==> src/design/wbps_pkg.sv <==
package wbps_pkg;

  // fixed widths of the register and result fields
  localparam int unsigned PATTERN_WORD_W = 64;
  localparam int unsigned WILDCARD_W     = 16;
  localparam int unsigned LEN_W          = 5;
  localparam int unsigned CFG_INDEX_W    = 2;
  localparam int unsigned MATCH_OFFSET_W = 32;
  localparam int unsigned PAT_IDX_W      = 4;

  // parameter defaults
  localparam int unsigned DEF_MAX_PATTERN = 16;
  localparam int unsigned DEF_OFFSET_BITS = 32;

  // register indexes
  localparam logic [CFG_INDEX_W-1:0] REG_PATTERN_LOW  = 2'd0;
  localparam logic [CFG_INDEX_W-1:0] REG_PATTERN_HIGH = 2'd1;
  localparam logic [CFG_INDEX_W-1:0] REG_WILDCARD     = 2'd2;
  localparam logic [CFG_INDEX_W-1:0] REG_LENGTH       = 2'd3;

  // per-cell compare setup: the aligned pattern byte and whether it counts
  typedef struct packed {
    logic       care;
    logic [7:0] pat;
  } cell_cfg_t;

endpackage

==> src/design/wbps_cell.sv <==
module wbps_cell
  import wbps_pkg::*;
(
  input  logic       clk,
  input  logic       shift_en,
  input  logic [7:0] byte_in,
  input  cell_cfg_t  cell_cfg,
  output logic [7:0] byte_r,
  output logic       ok
);

  // window byte, handed on to the next cell on every accepted transfer
  always_ff @(posedge clk) begin
    if (shift_en) begin
      byte_r <= byte_in;
    end
  end

  // compare the byte that enters this cell against its pattern byte
  assign ok = !cell_cfg.care || (byte_in == cell_cfg.pat);

endmodule

==> src/design/wildcard_byte_pattern_search.sv <==
// Wildcard byte pattern search.
// Bytes of a region arrive on the in_ channel (in_data_byte, in_final_byte
// marks the last byte). The pattern, its wildcard mask and its length are
// written through the cfg_ channel (index 0 pattern bytes 0-7, 1 bytes 8-15,
// 2 wildcard mask, 3 length); the user must write them only while no search
// is in flight, the block does not enforce it. cfg_ready is always high.
// A row of cells holds the most recent bytes; every cell compares the byte
// shifting into it against its aligned pattern byte, so all positions are
// checked in the cycle a byte is taken.
// One result per region on the out_ channel: out_found = 1 with the start
// offset at the first full match, or out_found = 0 with offset 0 when the
// final byte arrives without a match.
// Latency: the result is valid the cycle after the byte that causes it is
// transferred. Throughput: one byte per cycle, limited only by the single
// output register; while a result waits and out_ready is low, in_ready is
// low and no byte is taken.
// Reset (rst_n low, synchronous) restores the register defaults (length 1)
// and clears the byte counter, window fill, match flag and output valid.
// After the final byte the counter, fill and match flag clear; the
// configuration is kept. The byte counter saturates at its top value.
module wildcard_byte_pattern_search
  import wbps_pkg::*;
#(
  parameter int unsigned MAX_PATTERN = DEF_MAX_PATTERN,
  parameter int unsigned OFFSET_BITS = DEF_OFFSET_BITS
) (
  input  logic                      clk,
  input  logic                      rst_n,
  input  logic                      in_valid,
  output logic                      in_ready,
  input  logic [7:0]                in_data_byte,
  input  logic                      in_final_byte,
  output logic                      out_valid,
  input  logic                      out_ready,
  output logic                      out_found,
  output logic [MATCH_OFFSET_W-1:0] out_match_offset,
  input  logic                      cfg_valid,
  output logic                      cfg_ready,
  input  logic [CFG_INDEX_W-1:0]    cfg_index,
  input  logic [PATTERN_WORD_W-1:0] cfg_data
);

  localparam int unsigned FILL_W = $clog2(MAX_PATTERN + 1);

  // configuration registers
  logic [PATTERN_WORD_W-1:0] pat_low_r;
  logic [PATTERN_WORD_W-1:0] pat_high_r;
  logic [WILDCARD_W-1:0]     wild_r;
  logic [LEN_W-1:0]          len_r;

  // region state
  logic [FILL_W-1:0]      fill_r, fill_nxt, fill_inc;
  logic [OFFSET_BITS-1:0] count_r, count_nxt;
  logic                   seen_r, seen_nxt;

  // output register
  logic                      out_valid_r, out_valid_nxt;
  logic                      out_found_r, out_found_nxt;
  logic [MATCH_OFFSET_W-1:0] out_offset_r, out_offset_nxt;

  logic                          in_fire;
  logic [LEN_W-1:0]              len_eff;
  logic [2*PATTERN_WORD_W-1:0]   pattern_all;
  logic [7:0]                    cell_in [MAX_PATTERN];
  logic [7:0]                    win [MAX_PATTERN];
  cell_cfg_t                     cell_cfg [MAX_PATTERN];
  logic [MAX_PATTERN-1:0]        cell_ok;
  logic                          hit;
  logic                          emit;
  logic [OFFSET_BITS-1:0]        back;
  logic [OFFSET_BITS-1:0]        start;

  assign cfg_ready = 1'b1;
  assign in_ready  = !out_valid_r || out_ready;
  assign in_fire   = in_valid && in_ready;

  // clamp the programmed length to 1..MAX_PATTERN
  always_comb begin
    if (len_r == '0) begin
      len_eff = LEN_W'(1);
    end else if (len_r > LEN_W'(MAX_PATTERN)) begin
      len_eff = LEN_W'(MAX_PATTERN);
    end else begin
      len_eff = len_r;
    end
  end

  assign pattern_all = {pat_high_r, pat_low_r};

  // row of window cells; cell k holds the byte taken k transfers ago
  for (genvar k = 0; k < MAX_PATTERN; k++) begin : g_cell
    logic [LEN_W-1:0]     j_full;
    logic [PAT_IDX_W-1:0] j;

    // cell k lines up with pattern byte len-1-k
    assign j_full = len_eff - LEN_W'(k) - LEN_W'(1);
    assign j      = j_full[PAT_IDX_W-1:0];
    assign cell_cfg[k].care = (LEN_W'(k) < len_eff) && !wild_r[j];
    assign cell_cfg[k].pat  = pattern_all[j*8 +: 8];

    if (k == 0) begin : g_head
      assign cell_in[k] = in_data_byte;
    end else begin : g_link
      assign cell_in[k] = win[k-1];
    end

    wbps_cell u_cell (
      .clk      (clk),
      .shift_en (in_fire),
      .byte_in  (cell_in[k]),
      .cell_cfg (cell_cfg[k]),
      .byte_r   (win[k]),
      .ok       (cell_ok[k])
    );
  end

  // match decision on the window including the incoming byte
  assign fill_inc = (fill_r == FILL_W'(MAX_PATTERN)) ? fill_r : fill_r + FILL_W'(1);
  assign hit      = !seen_r && (LEN_W'(fill_inc) >= len_eff) && (&cell_ok);
  assign emit     = hit || (in_final_byte && !seen_r);

  // start offset, floored at zero
  assign back  = OFFSET_BITS'(len_eff - LEN_W'(1));
  assign start = (count_r >= back) ? count_r - back : '0;

  // next state for region and output register
  always_comb begin
    fill_nxt       = fill_r;
    count_nxt      = count_r;
    seen_nxt       = seen_r;
    out_valid_nxt  = out_valid_r;
    out_found_nxt  = out_found_r;
    out_offset_nxt = out_offset_r;
    if (out_ready) begin
      out_valid_nxt = 1'b0;
    end
    if (in_fire) begin
      if (in_final_byte) begin
        fill_nxt  = '0;
        count_nxt = '0;
        seen_nxt  = 1'b0;
      end else begin
        fill_nxt  = fill_inc;
        count_nxt = (count_r != '1) ? count_r + OFFSET_BITS'(1) : count_r;
        seen_nxt  = seen_r || hit;
      end
      if (emit) begin
        out_valid_nxt  = 1'b1;
        out_found_nxt  = hit;
        out_offset_nxt = hit ? MATCH_OFFSET_W'(start) : '0;
      end
    end
  end

  // registers
  always_ff @(posedge clk) begin
    if (!rst_n) begin
      pat_low_r   <= '0;
      pat_high_r  <= '0;
      wild_r      <= '0;
      len_r       <= LEN_W'(1);
      fill_r      <= '0;
      count_r     <= '0;
      seen_r      <= 1'b0;
      out_valid_r <= 1'b0;
    end else begin
      if (cfg_valid && cfg_ready) begin
        unique case (cfg_index)
          REG_PATTERN_LOW:  pat_low_r  <= cfg_data;
          REG_PATTERN_HIGH: pat_high_r <= cfg_data;
          REG_WILDCARD:     wild_r     <= cfg_data[WILDCARD_W-1:0];
          REG_LENGTH:       len_r      <= cfg_data[LEN_W-1:0];
        endcase
      end
      fill_r      <= fill_nxt;
      count_r     <= count_nxt;
      seen_r      <= seen_nxt;
      out_valid_r <= out_valid_nxt;
    end
  end

  // output payload
  always_ff @(posedge clk) begin
    out_found_r  <= out_found_nxt;
    out_offset_r <= out_offset_nxt;
  end

  assign out_valid        = out_valid_r;
  assign out_found        = out_found_r;
  assign out_match_offset = out_offset_r;

  // region state is clear coming out of reset
  a_reset_clear: assert property (@(posedge clk)
    !rst_n |=> (fill_r == '0) && (count_r == '0) && !seen_r && !out_valid_r)
    else $error("region state not cleared by reset");

  // the final byte clears the region
  a_final_clear: assert property (@(posedge clk) disable iff (!rst_n)
    in_fire && in_final_byte |=> (fill_r == '0) && (count_r == '0) && !seen_r)
    else $error("region state not cleared after final byte");

  // a match before the final byte is recorded as seen and reported as found
  a_hit_seen: assert property (@(posedge clk) disable iff (!rst_n)
    in_fire && hit && !in_final_byte |=> seen_r && out_valid_r && out_found_r)
    else $error("match not recorded");

  // a not-found result carries offset zero
  a_miss_offset: assert property (@(posedge clk) disable iff (!rst_n)
    out_valid_r && !out_found_r |-> (out_offset_r == '0))
    else $error("not-found result with nonzero offset");

endmodule

==> config.mk <==
export PLATFORM = sky130hd
export DESIGN_NAME = wildcard_byte_pattern_search
export DESIGN_NICKNAME = d
export VERILOG_FILES = /design/src/design/wbps_pkg.sv /design/src/design/wbps_cell.sv /design/src/design/wildcard_byte_pattern_search.sv
export SDC_FILE = /design/constraint.sdc
export NUM_CORES = 1
export LEC_CHECK = 0
export BUFFER_PORTS_ARGS = -buffer_cell sky130_fd_sc_hd__buf_2
export CAP_MARGIN = 30
export CORE_UTILIZATION = 68
export CTS_CLUSTER_DIAMETER = 60
export CTS_CLUSTER_SIZE = 14
export DETAILED_ROUTE_END_ITERATION = 6
export GPL_TIMING_DRIVEN = 0
export PLACE_DENSITY = 0.87
export SETUP_SLACK_MARGIN = 0.1
export SLEW_MARGIN = 20
export SYNTH_ARGS = -nofsm -noshare
export SYNTH_HDL_FRONTEND = slang
export SYNTH_SLANG_ARGS = --single-unit
==> constraint.sdc <==
create_clock -name clk -period 15.08 [get_ports clk]
set_clock_uncertainty 0.15 [all_clocks]
set_input_delay 1.508 -clock clk [delete_from_list [all_inputs] [get_ports clk]]
set_output_delay 1.508 -clock clk [all_outputs]
set_load 0.01 [all_outputs]
Word-level counts from Yosys, hierarchy flattened
Cells that the tools add are included.

Output and inout bits: 36. Bits of input ports: 80. Flip-flop bits (word level): 341. Word-level logic and storage cells: 257.

Eq/ne operators: 21. Mux-type cells: 42. Shifts and indexed selects: 16. $lt $le $gt $ge: 35. Reductions and logical operators: 84. Add/subtract/negate cells: 34.

Operators by type and width (count): $shiftx 128x8->8 (16); $eq 8x8->1 (16); $lt 4x5->1 const B (16); $bmux 1 s4 (16); $mux 32 (2); $sub 4x1->4 const B (16); $lt 4x5->1 const A (8); $logic_not 1->1 (34); $add 32x1->32 const B (1); $ge 32x32->1 (1); $ne 32x32->1 const B (1); $sub 32x32->32 (1); $sub 4x4->4 const B (8); $logic_and 1x1->1 (20); $lt 3x5->1 const A (4); $mux 1 (20); $mux 5 (4); $logic_or 1x1->1 (19); $reduce_and 16->1 (1); $sub 4x3->4 const B (4); $reduce_and 2->1 (7); $lt 1x5->1 const A (2); $lt 2x5->1 const A (2); $sub 4x2->4 const B (2); 10 further kinds (11).

Depth between registers and ports, before layout
Gate-level depths: netlist (run 1).

Depth in word-level cells: 16. Mapped depth: 25. Gate-level depth less buffers: 18.

Modules after synthesis
A second synthesis (run 1) with hierarchy kept.

Cells, all modules: 2557. Area total of the unflattened synthesis: 23013.3 µm².

Modules (own cells, without submodules): wildcard_byte_pattern_search (times used 1, area each 17768.3 µm², cells an instance 2253, seq. area each 4754.6 µm²); wbps_cell (times used 16, area each 327.8 µm², cells an instance 19, seq. area each 240.2 µm²).

Least setup slack after synthesis (run 1)
OpenSTA, ideal clock, no wires.

Kind: register to register. Start point: reg len_r[1]. End point: reg out_found_r (netlist: out_found), enable pin. Library setup time: 0.434 ns. Period minus slack after synthesis: 7.189 ns. Data arrival time: 6.605 ns. Slack: 7.891 ns. Stages on the path, launching flop included: 22. Required time: 14.496 ns. Path through: dfxtp_1 > buf_4 > nor2b_2 > buf_2 > buf_2 > buf_2 > buf_2 > ha_1 > buf_2 > inv_2 > buf_1 > buf_1 > mux4_2 > a22o_1 > a221oi_1 > xnor2_1 > nor4_1 > nand2_1 > a21oi_1 > nand4_4 > buf_6 > a21oi_1.

Word-level cells in the longest chain between the ends: 15. Elaborated cells on any way between the ends: 184.

Ends and longest elaborated chain: start, declared (RTL line wildcard_byte_pattern_search.sv:49) `logic [LEN_W-1:0] len_r;`; start signal, assigned (RTL line wildcard_byte_pattern_search.sv:172) `REG_LENGTH: len_r <= cfg_data[LEN_W-1:0];`; $gt 5x5->1 (RTL line wildcard_byte_pattern_search.sv:81) `end else if (len_r > LEN_W'(MAX_PATTERN)) begin`; $mux 5 (RTL line wildcard_byte_pattern_search.sv:81); $mux 5 (*) (RTL line wildcard_byte_pattern_search.sv:79) `if (len_r == '0) begin`; parallel branches: the longest is 9 deep, another holds $sub 4x1->4; $logic_and 1x1->1 (*) (RTL line wildcard_byte_pattern_search.sv:119) `assign hit = !seen_r && (LEN_W'(fill_inc) >= len_eff) && (&cell_ok);`; $logic_or 1x1->1 (*) (RTL line wildcard_byte_pattern_search.sv:120) `assign emit = hit || (in_final_byte && !seen_r);`; $reduce_and 2->1 (no line) (*); end signal, assigned (RTL line wildcard_byte_pattern_search.sv:184) `out_found_r <= out_found_nxt;`; end, declared (RTL line wildcard_byte_pattern_search.sv:58) `logic out_found_r, out_found_nxt;`.

Every way passes the cells marked *. The select of a mux whose other input is x is not followed. A chain may end at the register's enable or synchronous reset.

Worst setup path in the final report (run 1)
Start point: reg len_r[2]. End point: reg out_offset_r[10] (netlist: out_match_offset[10]) (data pin).

Word-level cells in the longest chain between the ends: 14. Elaborated cells on any way between the ends: 186.

Ends and longest elaborated chain: $gt 5x5->1 (RTL line wildcard_byte_pattern_search.sv:81); $mux 5 (RTL line wildcard_byte_pattern_search.sv:81); $mux 5 (*) (RTL line wildcard_byte_pattern_search.sv:79); parallel branches: the longest is 11 deep, another holds $sub 4x1->4; end signal, assigned (RTL line wildcard_byte_pattern_search.sv:185) `out_offset_r <= out_offset_nxt;`; end, declared (RTL line wildcard_byte_pattern_search.sv:59) `logic [MATCH_OFFSET_W-1:0] out_offset_r, out_offset_nxt;`.

Marked as above.

==> results.py, run 1 <==
metrics = {
    "worst_hold_path": {
        "hp-start": "g_cell[3].u_cell.byte_r[7]",
        "min_to": "g_cell[4].u_cell.byte_r[7]",
        "worstHoldPathCells": 0,
        "hold_class": "flop to flop",
    },
    "detailed_routing": {
        "wl_mm": 101.8,
        "drtAntennaViolNets": 0,
        "wl_per_cell_um": 33.71,
        "drt-initial-drc-count": 4321,
        "first_pass_iters": 7,
        "vias_per_cell": 7.754,
        "route.detailed.drc": 32,
        "num_vias": 23430,
    },
    "cells_and_area": {
        "syn2layout_area_growth_pct": 9.510,
        "most-common-layout-cells": "376 x nand2_1, 202 x mux2i_1, 188 x dfxtp_1",
        "utilization_pct": 76.45,
        "final_common_cell": "nand2_1",
        "fin_nets": 2677,
        "stdcell_count": 3021,
        "drive_above_1_share_pct": 17.32,
        "fin_area_um2": 26670,
    },
    "sta": {
        "holdWs_ps": 326.9,
        "tightest_slew_ps": 1077,
        "slew_headroom_pct": 28.20,
        "rsz0062_at_grt": "false",
        "drv_slew": 0,
        "setup_viol": 0,
        "period_share_pct": 60.92,
        "fmax_ghz": 0.1089,
        "finalHoldViolCount": 0,
        "finalSetupTns_ps": 0,
        "finalCriticalPeriod_ps": 9187,
        "fin_ws_ps": 5893,
    },
    "clock_network": {
        "clkSlewWorstSetupHoldPaths_ps": 70,
        "insertion_delay_ps": 620,
        "cts.sinks": 341,
        "cts_resized": 0,
        "numCtsBuffers": 31,
        "clock_path_buffers": 3,
        "postCtsSetupBuffers": 0,
        "cts_root_buf": "clkbuf_16",
        "cts.htree.levels": 1,
        "cts-hold-fix-buffers": 0,
        "tritoncts": "built",
    },
    "worst_setup_path": {
        "r2r-end": "out_match_offset[10]",
        "crit_fanout": 12,
        "required_ps": 15270,
        "critPathCaptureType": "flop",
        "r2r_setup_slack_ps": 5890,
        "worstReg2RegStart": "len_r[2]",
        "arrival_ps": 9380,
        "critPathKind": "flop to flop",
        "critPathLaunchType": "flop",
        "reg2reg_depth": 25,
    },
    "logic_synthesis": {
        "ys_seq_area_share_pct": 34.32,
        "syn-cell-area_um2": 24350,
        "synth_compound_area_share_pct": 14.46,
        "synth_xor_xnor_area_share_pct": 6.211,
        "syn-instance-count": 2383,
        "ys_warn_count": 0,
        "async_flop_share_pct": 0,
        "synth_edf_count": 153,
        "synthAdderAreaFrac_pct": 2.651,
        "synth_nets": 2514,
        "synth_top_family_by_area": "multiplexers",
        "synthMuxAreaShare_pct": 22.82,
        "ys_types": 76,
        "synthSimpleGateAreaFrac_pct": 15.78,
        "yosys_register_bits": 341,
        "yosys_most_used_dff": "dfxtp_1",
        "avgSynthCellArea_um2": 10.22,
    },
    "die": {
        "rows": 68,
        "start_util_pct": 69.81,
        "coreArea_um2": 34880,
        "dieHeight_um": 191.2,
        "die_x_um": 191.2,
        "die_area_um2": 36570,
        "io_pins": 116,
    },
    "power": {
        "leakagePower_nw": 10.01,
        "finalPower_mw": 2.342,
        "peakVddDrop_uv": 123.3,
        "cellPowerDensity_nw_per_um2": 87.83,
    },
    "place": {
        "place_inst": 2960,
        "finalWeightedCongestion": 1.157,
        "io_buffers": 114,
        "hpwlAfterDp_mm": 77.49,
        "placed_area_um2": 25640,
        "pre_cts_ws_ps": 6555,
    },
    "grt": {
        "antenna_found_initial": 3,
        "grt_pass1_wl_mm": 144.9,
        "grt_pass1_vias": 22070,
        "grt_max_degree": 64,
        "grt_overflow_total": 0,
        "grt_usage_pct": 55.43,
    },
    "run_status": {
        "status": "complete, but fails checks",
        "violations": "DRC",
    },
    "job": {
        "drv_cap": 0,
    },
}
-- worst max path at each step --
| stage | startpoint | end | slack (ps) | depth (start not counted) |
|---|---|---|---|---|
| after floorplan | len_r[1] | out_found | 7890 | 21 |
| after global placement | len_r[1] | out_match_offset[4] | 5430 | 20 |
| after detailed placement | len_r[2] | out_match_offset[10] | 6550 | 25 |
| after CTS | len_r[2] | out_match_offset[10] | 6460 | 25 |
| after global routing | len_r[1] | out_match_offset[10] | 5830 | 23 |
| final | len_r[2] | out_match_offset[10] | 5890 | 25 |
-- critical path, cell delays in order (launching register included) --
cell,delay [ps]
dfxtp_1,310
clkbuf_2,210
nor4_4,410
nor2_4,140
inv_4,190
buf_6,230
buf_4,270
buf_6,210
buf_2,370
ha_1,400
buf_2,270
inv_2,260
buf_1,670
buf_1,870
fa_1,440
nand2b_1,130
a2111oi_0,130
nor2_1,180
o21ai_0,190
a221o_1,400
a31oi_1,370
o21a_1,220
o21ai_0,130
a31oi_1,860
clkbuf_1,710
nor3_2,140
-- power breakdown --
part	switching, mW	internal [mW]
Sequential	0.0617	1.01
Combinational	0.315	0.179
Clock	0.375	0.404
-- flip-flops by register name (all words and copies together), names as in the netlist --
register              flops
out_valid                 1
out_match_offset         32
fill_r                    5
count_r                  32
pat_high_r               64
seen_r                    1
wild_r                   16
g_cell.u_cell.byte_r    120
out_found                 1
len_r                     5
pat_low_r                64
-- cell type report --
| type | instances | area (um2) |
|---|---|---|
| Antenna cell | 2 | 5.005 |
| Tap cell | 455 | 569.3 |
| Clock inverter | 9 | 110.1 |
| Multi-Input combinational cell | 1837 | 15160 |
| Timing Repair Buffer | 130 | 723.2 |
| Sequential cell | 341 | 8358 |
| Fill cell | 2208 | 8214 |
| Inverter | 29 | 116.4 |
| Buffer | 176 | 799.5 |
| Clock buffer | 42 | 827.0 |
-- cell usage after synthesis (all sizes together), types with 4 or more instances --
cell type	number	area, um2
buf	67	389.1
o21ai	45	225.2
nand2b	15	93.84
a311oi	4	35.03
o211ai	5	37.54
mux4	153	3446
a22o	16	140.1
nor2b	25	158.9
nand4	26	177.7
a21oi	63	315.3
nand3	30	150.1
nand2	376	1411
a211oi	33	247.7
or3	20	125.1
o21bai	7	52.55
nor2	76	292.8
inv	27	103.9
xnor2	81	724.4
o22ai	24	150.1
mux2	8	90.09
and3b	42	367.9
or4	6	45.04
mux2i	202	2022
or2	4	25.02
dfxtp	188	3764
a2111oi	29	260.3
a221oi	37	324.1
nor3	71	495.5
and2	5	31.28
xor2	90	788.3
a22oi	7	52.55
nor4	31	209.0
clkbuf	109	410.4
and3	18	112.6
a31oi	13	81.33
ha	50	625.6
a21boi	146	1096
edfxtp	153	4594
o21a	8	60.06
o32ai	5	43.79
a21o	23	172.7
o31ai	9	67.56
-- routing by layer --
layer / vias up / part of all wire [%] / GRT usage (%) / wire length, um
li1: 9368 / - / - / -
met4: 6 / 10 / 41.76 / 10520
met5: - / 0.16 / 3.297 / 166
met2: 2458 / 40 / 79.11 / 41020
met1: 10860 / 32 / 64.13 / 32270
met3: 730 / 18 / 26.23 / 17870
-- kinds of logic (layout without fill, tap and decap cells) --
| group | after synthesis | after routing |
|---|---|---|
| AO/OA/AOI/OAI | 491 | 491 |
| XOR/XNOR | 171 | 171 |
| adder cells (fa/ha/maj) | 51 | 51 |
| buffers and inverters | 205 | 386 |
| flip-flops | 341 | 341 |
| multiplexers | 363 | 363 |
| other | 1 | 3 |
| AND/OR/NAND/NOR | 760 | 760 |
Power figures use the tool's default switching activity.
==> run 2, diff against run 1 <==
Settings changed: CORE_UTILIZATION 68 to 57, PLACE_DENSITY 0.87 to 0.78.
Clock period 15.08 ns to 7.93 ns, I/O delays scaled along.
==> run 2 against run 1 <==
The flow now finishes without violations; total power is 97% higher; sequential share of layout area down 0.33 points; maximum frequency increased by 17%; critical path depth fell by 2; non-clock buffer count down 4; core utilization is 12 points lower; cell area is 1.1% higher; critical endpoint is now out_match_offset[6]; largest cell class unchanged.
==> results.py, run 2 (synthesized netlist as in run 1, its figures left out) <==
metrics = {
    "cells_and_area": {
        "largest_reg_flops": 120,
        "top_register": "g_cell.u_cell.byte_r",
        "drive_above_1_share_pct": 18.39,
        "reg_top3": "g_cell.u_cell.byte_r: 120 flops, pat_high_r: 64 flops, pat_low_r: 64 flops",
        "fin_nets": 2677,
        "seq_area_um2": 8358,
        "most-common-layout-cells": "376 x nand2_1, 202 x mux2i_1, 188 x dfxtp_1",
        "stdcell_count": 3100,
        "nFillCells": 3303,
        "diodes": 0,
        "fin_area_um2": 26950,
        "multi_input_area_um2": 15230,
        "final_common_cell": "nand2_1",
        "syn2layout_area_growth_pct": 10.68,
    },
    "grt": {
        "grt_overflow_total": 0,
        "grt_pass1_wl_mm": 149.5,
        "grt_max_degree": 81,
        "grt_usage_pct": 47.92,
        "antenna_found_initial": 0,
        "grt_pass1_vias": 21370,
    },
    "power": {
        "cellPowerDensity_nw_per_um2": 171.3,
        "peakVddDrop_uv": 148.1,
        "leakagePower_nw": 10.08,
    },
    "worst_setup_path": {
        "worst-path-buf-inv": 11,
        "crit_slowest_cell": "nor4_1",
        "arrival_ps": 7970,
        "critPathCaptureType": "flop",
        "cp_cell_sequence": "clkbuf_2 > nor4_4 > nor2_4 > inv_4 > buf_6 > buf_4 > buf_6 > buf_2 > ha_1 > buf_2 > inv_2 > buf_2 > mux4_2 > a22o_1 > a221oi_1 > xnor2_1 > nor4_1 > a2111oi_0 > and4bb_1 > nand4_4 > buf_6 > a21oi_4 > buf_16",
        "critPathLaunchType": "flop",
        "r2r_setup_slack_ps": 90,
        "required_ps": 8060,
        "worst_path_largest_cell_delay_ps": 550,
        "crit_fanout": 26,
        "crit_family": "buffers and inverters",
        "critPathKind": "flop to flop",
    },
    "detailed_routing": {
        "drtAntennaViolNets": 0,
        "met1_length_mm": 36.77,
        "drt-initial-drc-count": 3328,
        "route.detailed.drc": 0,
        "met3_length_mm": 14.81,
        "num_vias": 22680,
        "highest_layer": "met4",
        "vias_per_cell": 7.315,
        "wl_per_cell_um": 33.99,
        "first_pass_iters": 6,
        "wl_mm": 105.4,
        "met2_length_mm": 44.80,
    },
    "sta": {
        "tightest_slew_ps": 1080,
        "period_share_pct": 98.85,
        "finalHoldViolCount": 0,
        "slew_headroom_pct": 27.98,
        "drv_slew": 0,
        "finalCriticalPeriod_ps": 7839,
        "setup_viol": 0,
        "fin_ws_ps": 91.49,
        "rsz0062_at_grt": "false",
        "fmax_ghz": 0.1276,
        "finalSetupTns_ps": 0,
    },
    "clock_network": {
        "clkSlewWorstSetupHoldPaths_ps": 60,
        "cts.htree.levels": 2,
        "cts_root_buf": "clkbuf_16",
        "clock_path_buffers": 3,
        "numCtsBuffers": 35,
        "tritoncts": "built",
        "cts.sinks": 341,
        "insertion_delay_ps": 580,
        "postCtsSetupBuffers": 0,
        "cts-hold-fix-buffers": 0,
    },
    "die": {
        "die_area_um2": 43560,
        "die_x_um": 208.7,
        "start_util_pct": 57.93,
        "io_pins": 116,
        "dieHeight_um": 208.7,
        "coreArea_um2": 42040,
        "rows": 75,
    },
    "job": {
        "drv_cap": 0,
    },
    "place": {
        "placed_area_um2": 25750,
        "io_buffers": 114,
        "hpwlAfterDp_mm": 83.58,
        "finalWeightedCongestion": 1.088,
        "pre_cts_ws_ps": -647.7,
        "place_inst": 3044,
    },
    "run_status": {
        "status": "completed",
    },
    "worst_hold_path": {
        "hold_class": "primary input to flop",
    },
}
## run 2: metrics by stage
stage	total power, mW	util, %	hold WS, ps
finish	4.618	64.12	273.8
global route	4.702	64.12	276.7
CTS	4.556	63.89	270.5
detailed placement	2.937	61.24	307.1
global placement	2.912	60.89	303.2
floorplan	2.598	-	276.4
## run 2: area by class of cell
cell class              count  share of cell area, %
multi-input cells        1837                  56.51
flip-flops and latches    341                  31.01
clock buffers              38                  3.328
plain buffers             176                  3.036
repair buffers            126                  2.534
well taps                 539                  2.502
clock inverters            14                 0.6545
inverters                  29                 0.4317
## run 2: per-layer routing
metal	up-vias	GRT usage, %
li1	9352	-
met5	-	0
met3	476	15.98
met2	1861	72.31
met1	10990	58.58
met4	0	31.57
## run 2: power by group
group | internal [mW] | total [mW] | switching (mW)
logic | 0.344 | 0.932 | 0.588
registers | 1.92 | 2.04 | 0.120
clock network | 0.894 | 1.65 | 0.756
## run 2: timing repair
item	in CTS	in global routing
endpoints found under the setup margin	67	64
pin swaps	0	0
gates resized for setup	13	23
## run 2: worst paths after layout
path / startpoint / end / depth (start not counted)
setup reg to reg: len_r[2] / out_match_offset[6] / 23
hold reg to reg: g_cell[7].u_cell.byte_r[1] / g_cell[8].u_cell.byte_r[1] / 0
hold / removal: in_data_byte[4] / g_cell[0].u_cell.byte_r[4] / 1
setup / recovery: len_r[2] / out_match_offset[6] / 23
## run 2: worst register-to-register path: cells and delay by family, from the launching register on
kind	cells	cell delay, ps
xor gates and xnor gates	1	160
AOI/OAI and AO/OA	4	1340
DFF	1	290
and+or+nand+nor	5	1720
muxes	1	470
buffers and inverters	11	2990
adders and majority gates	1	400
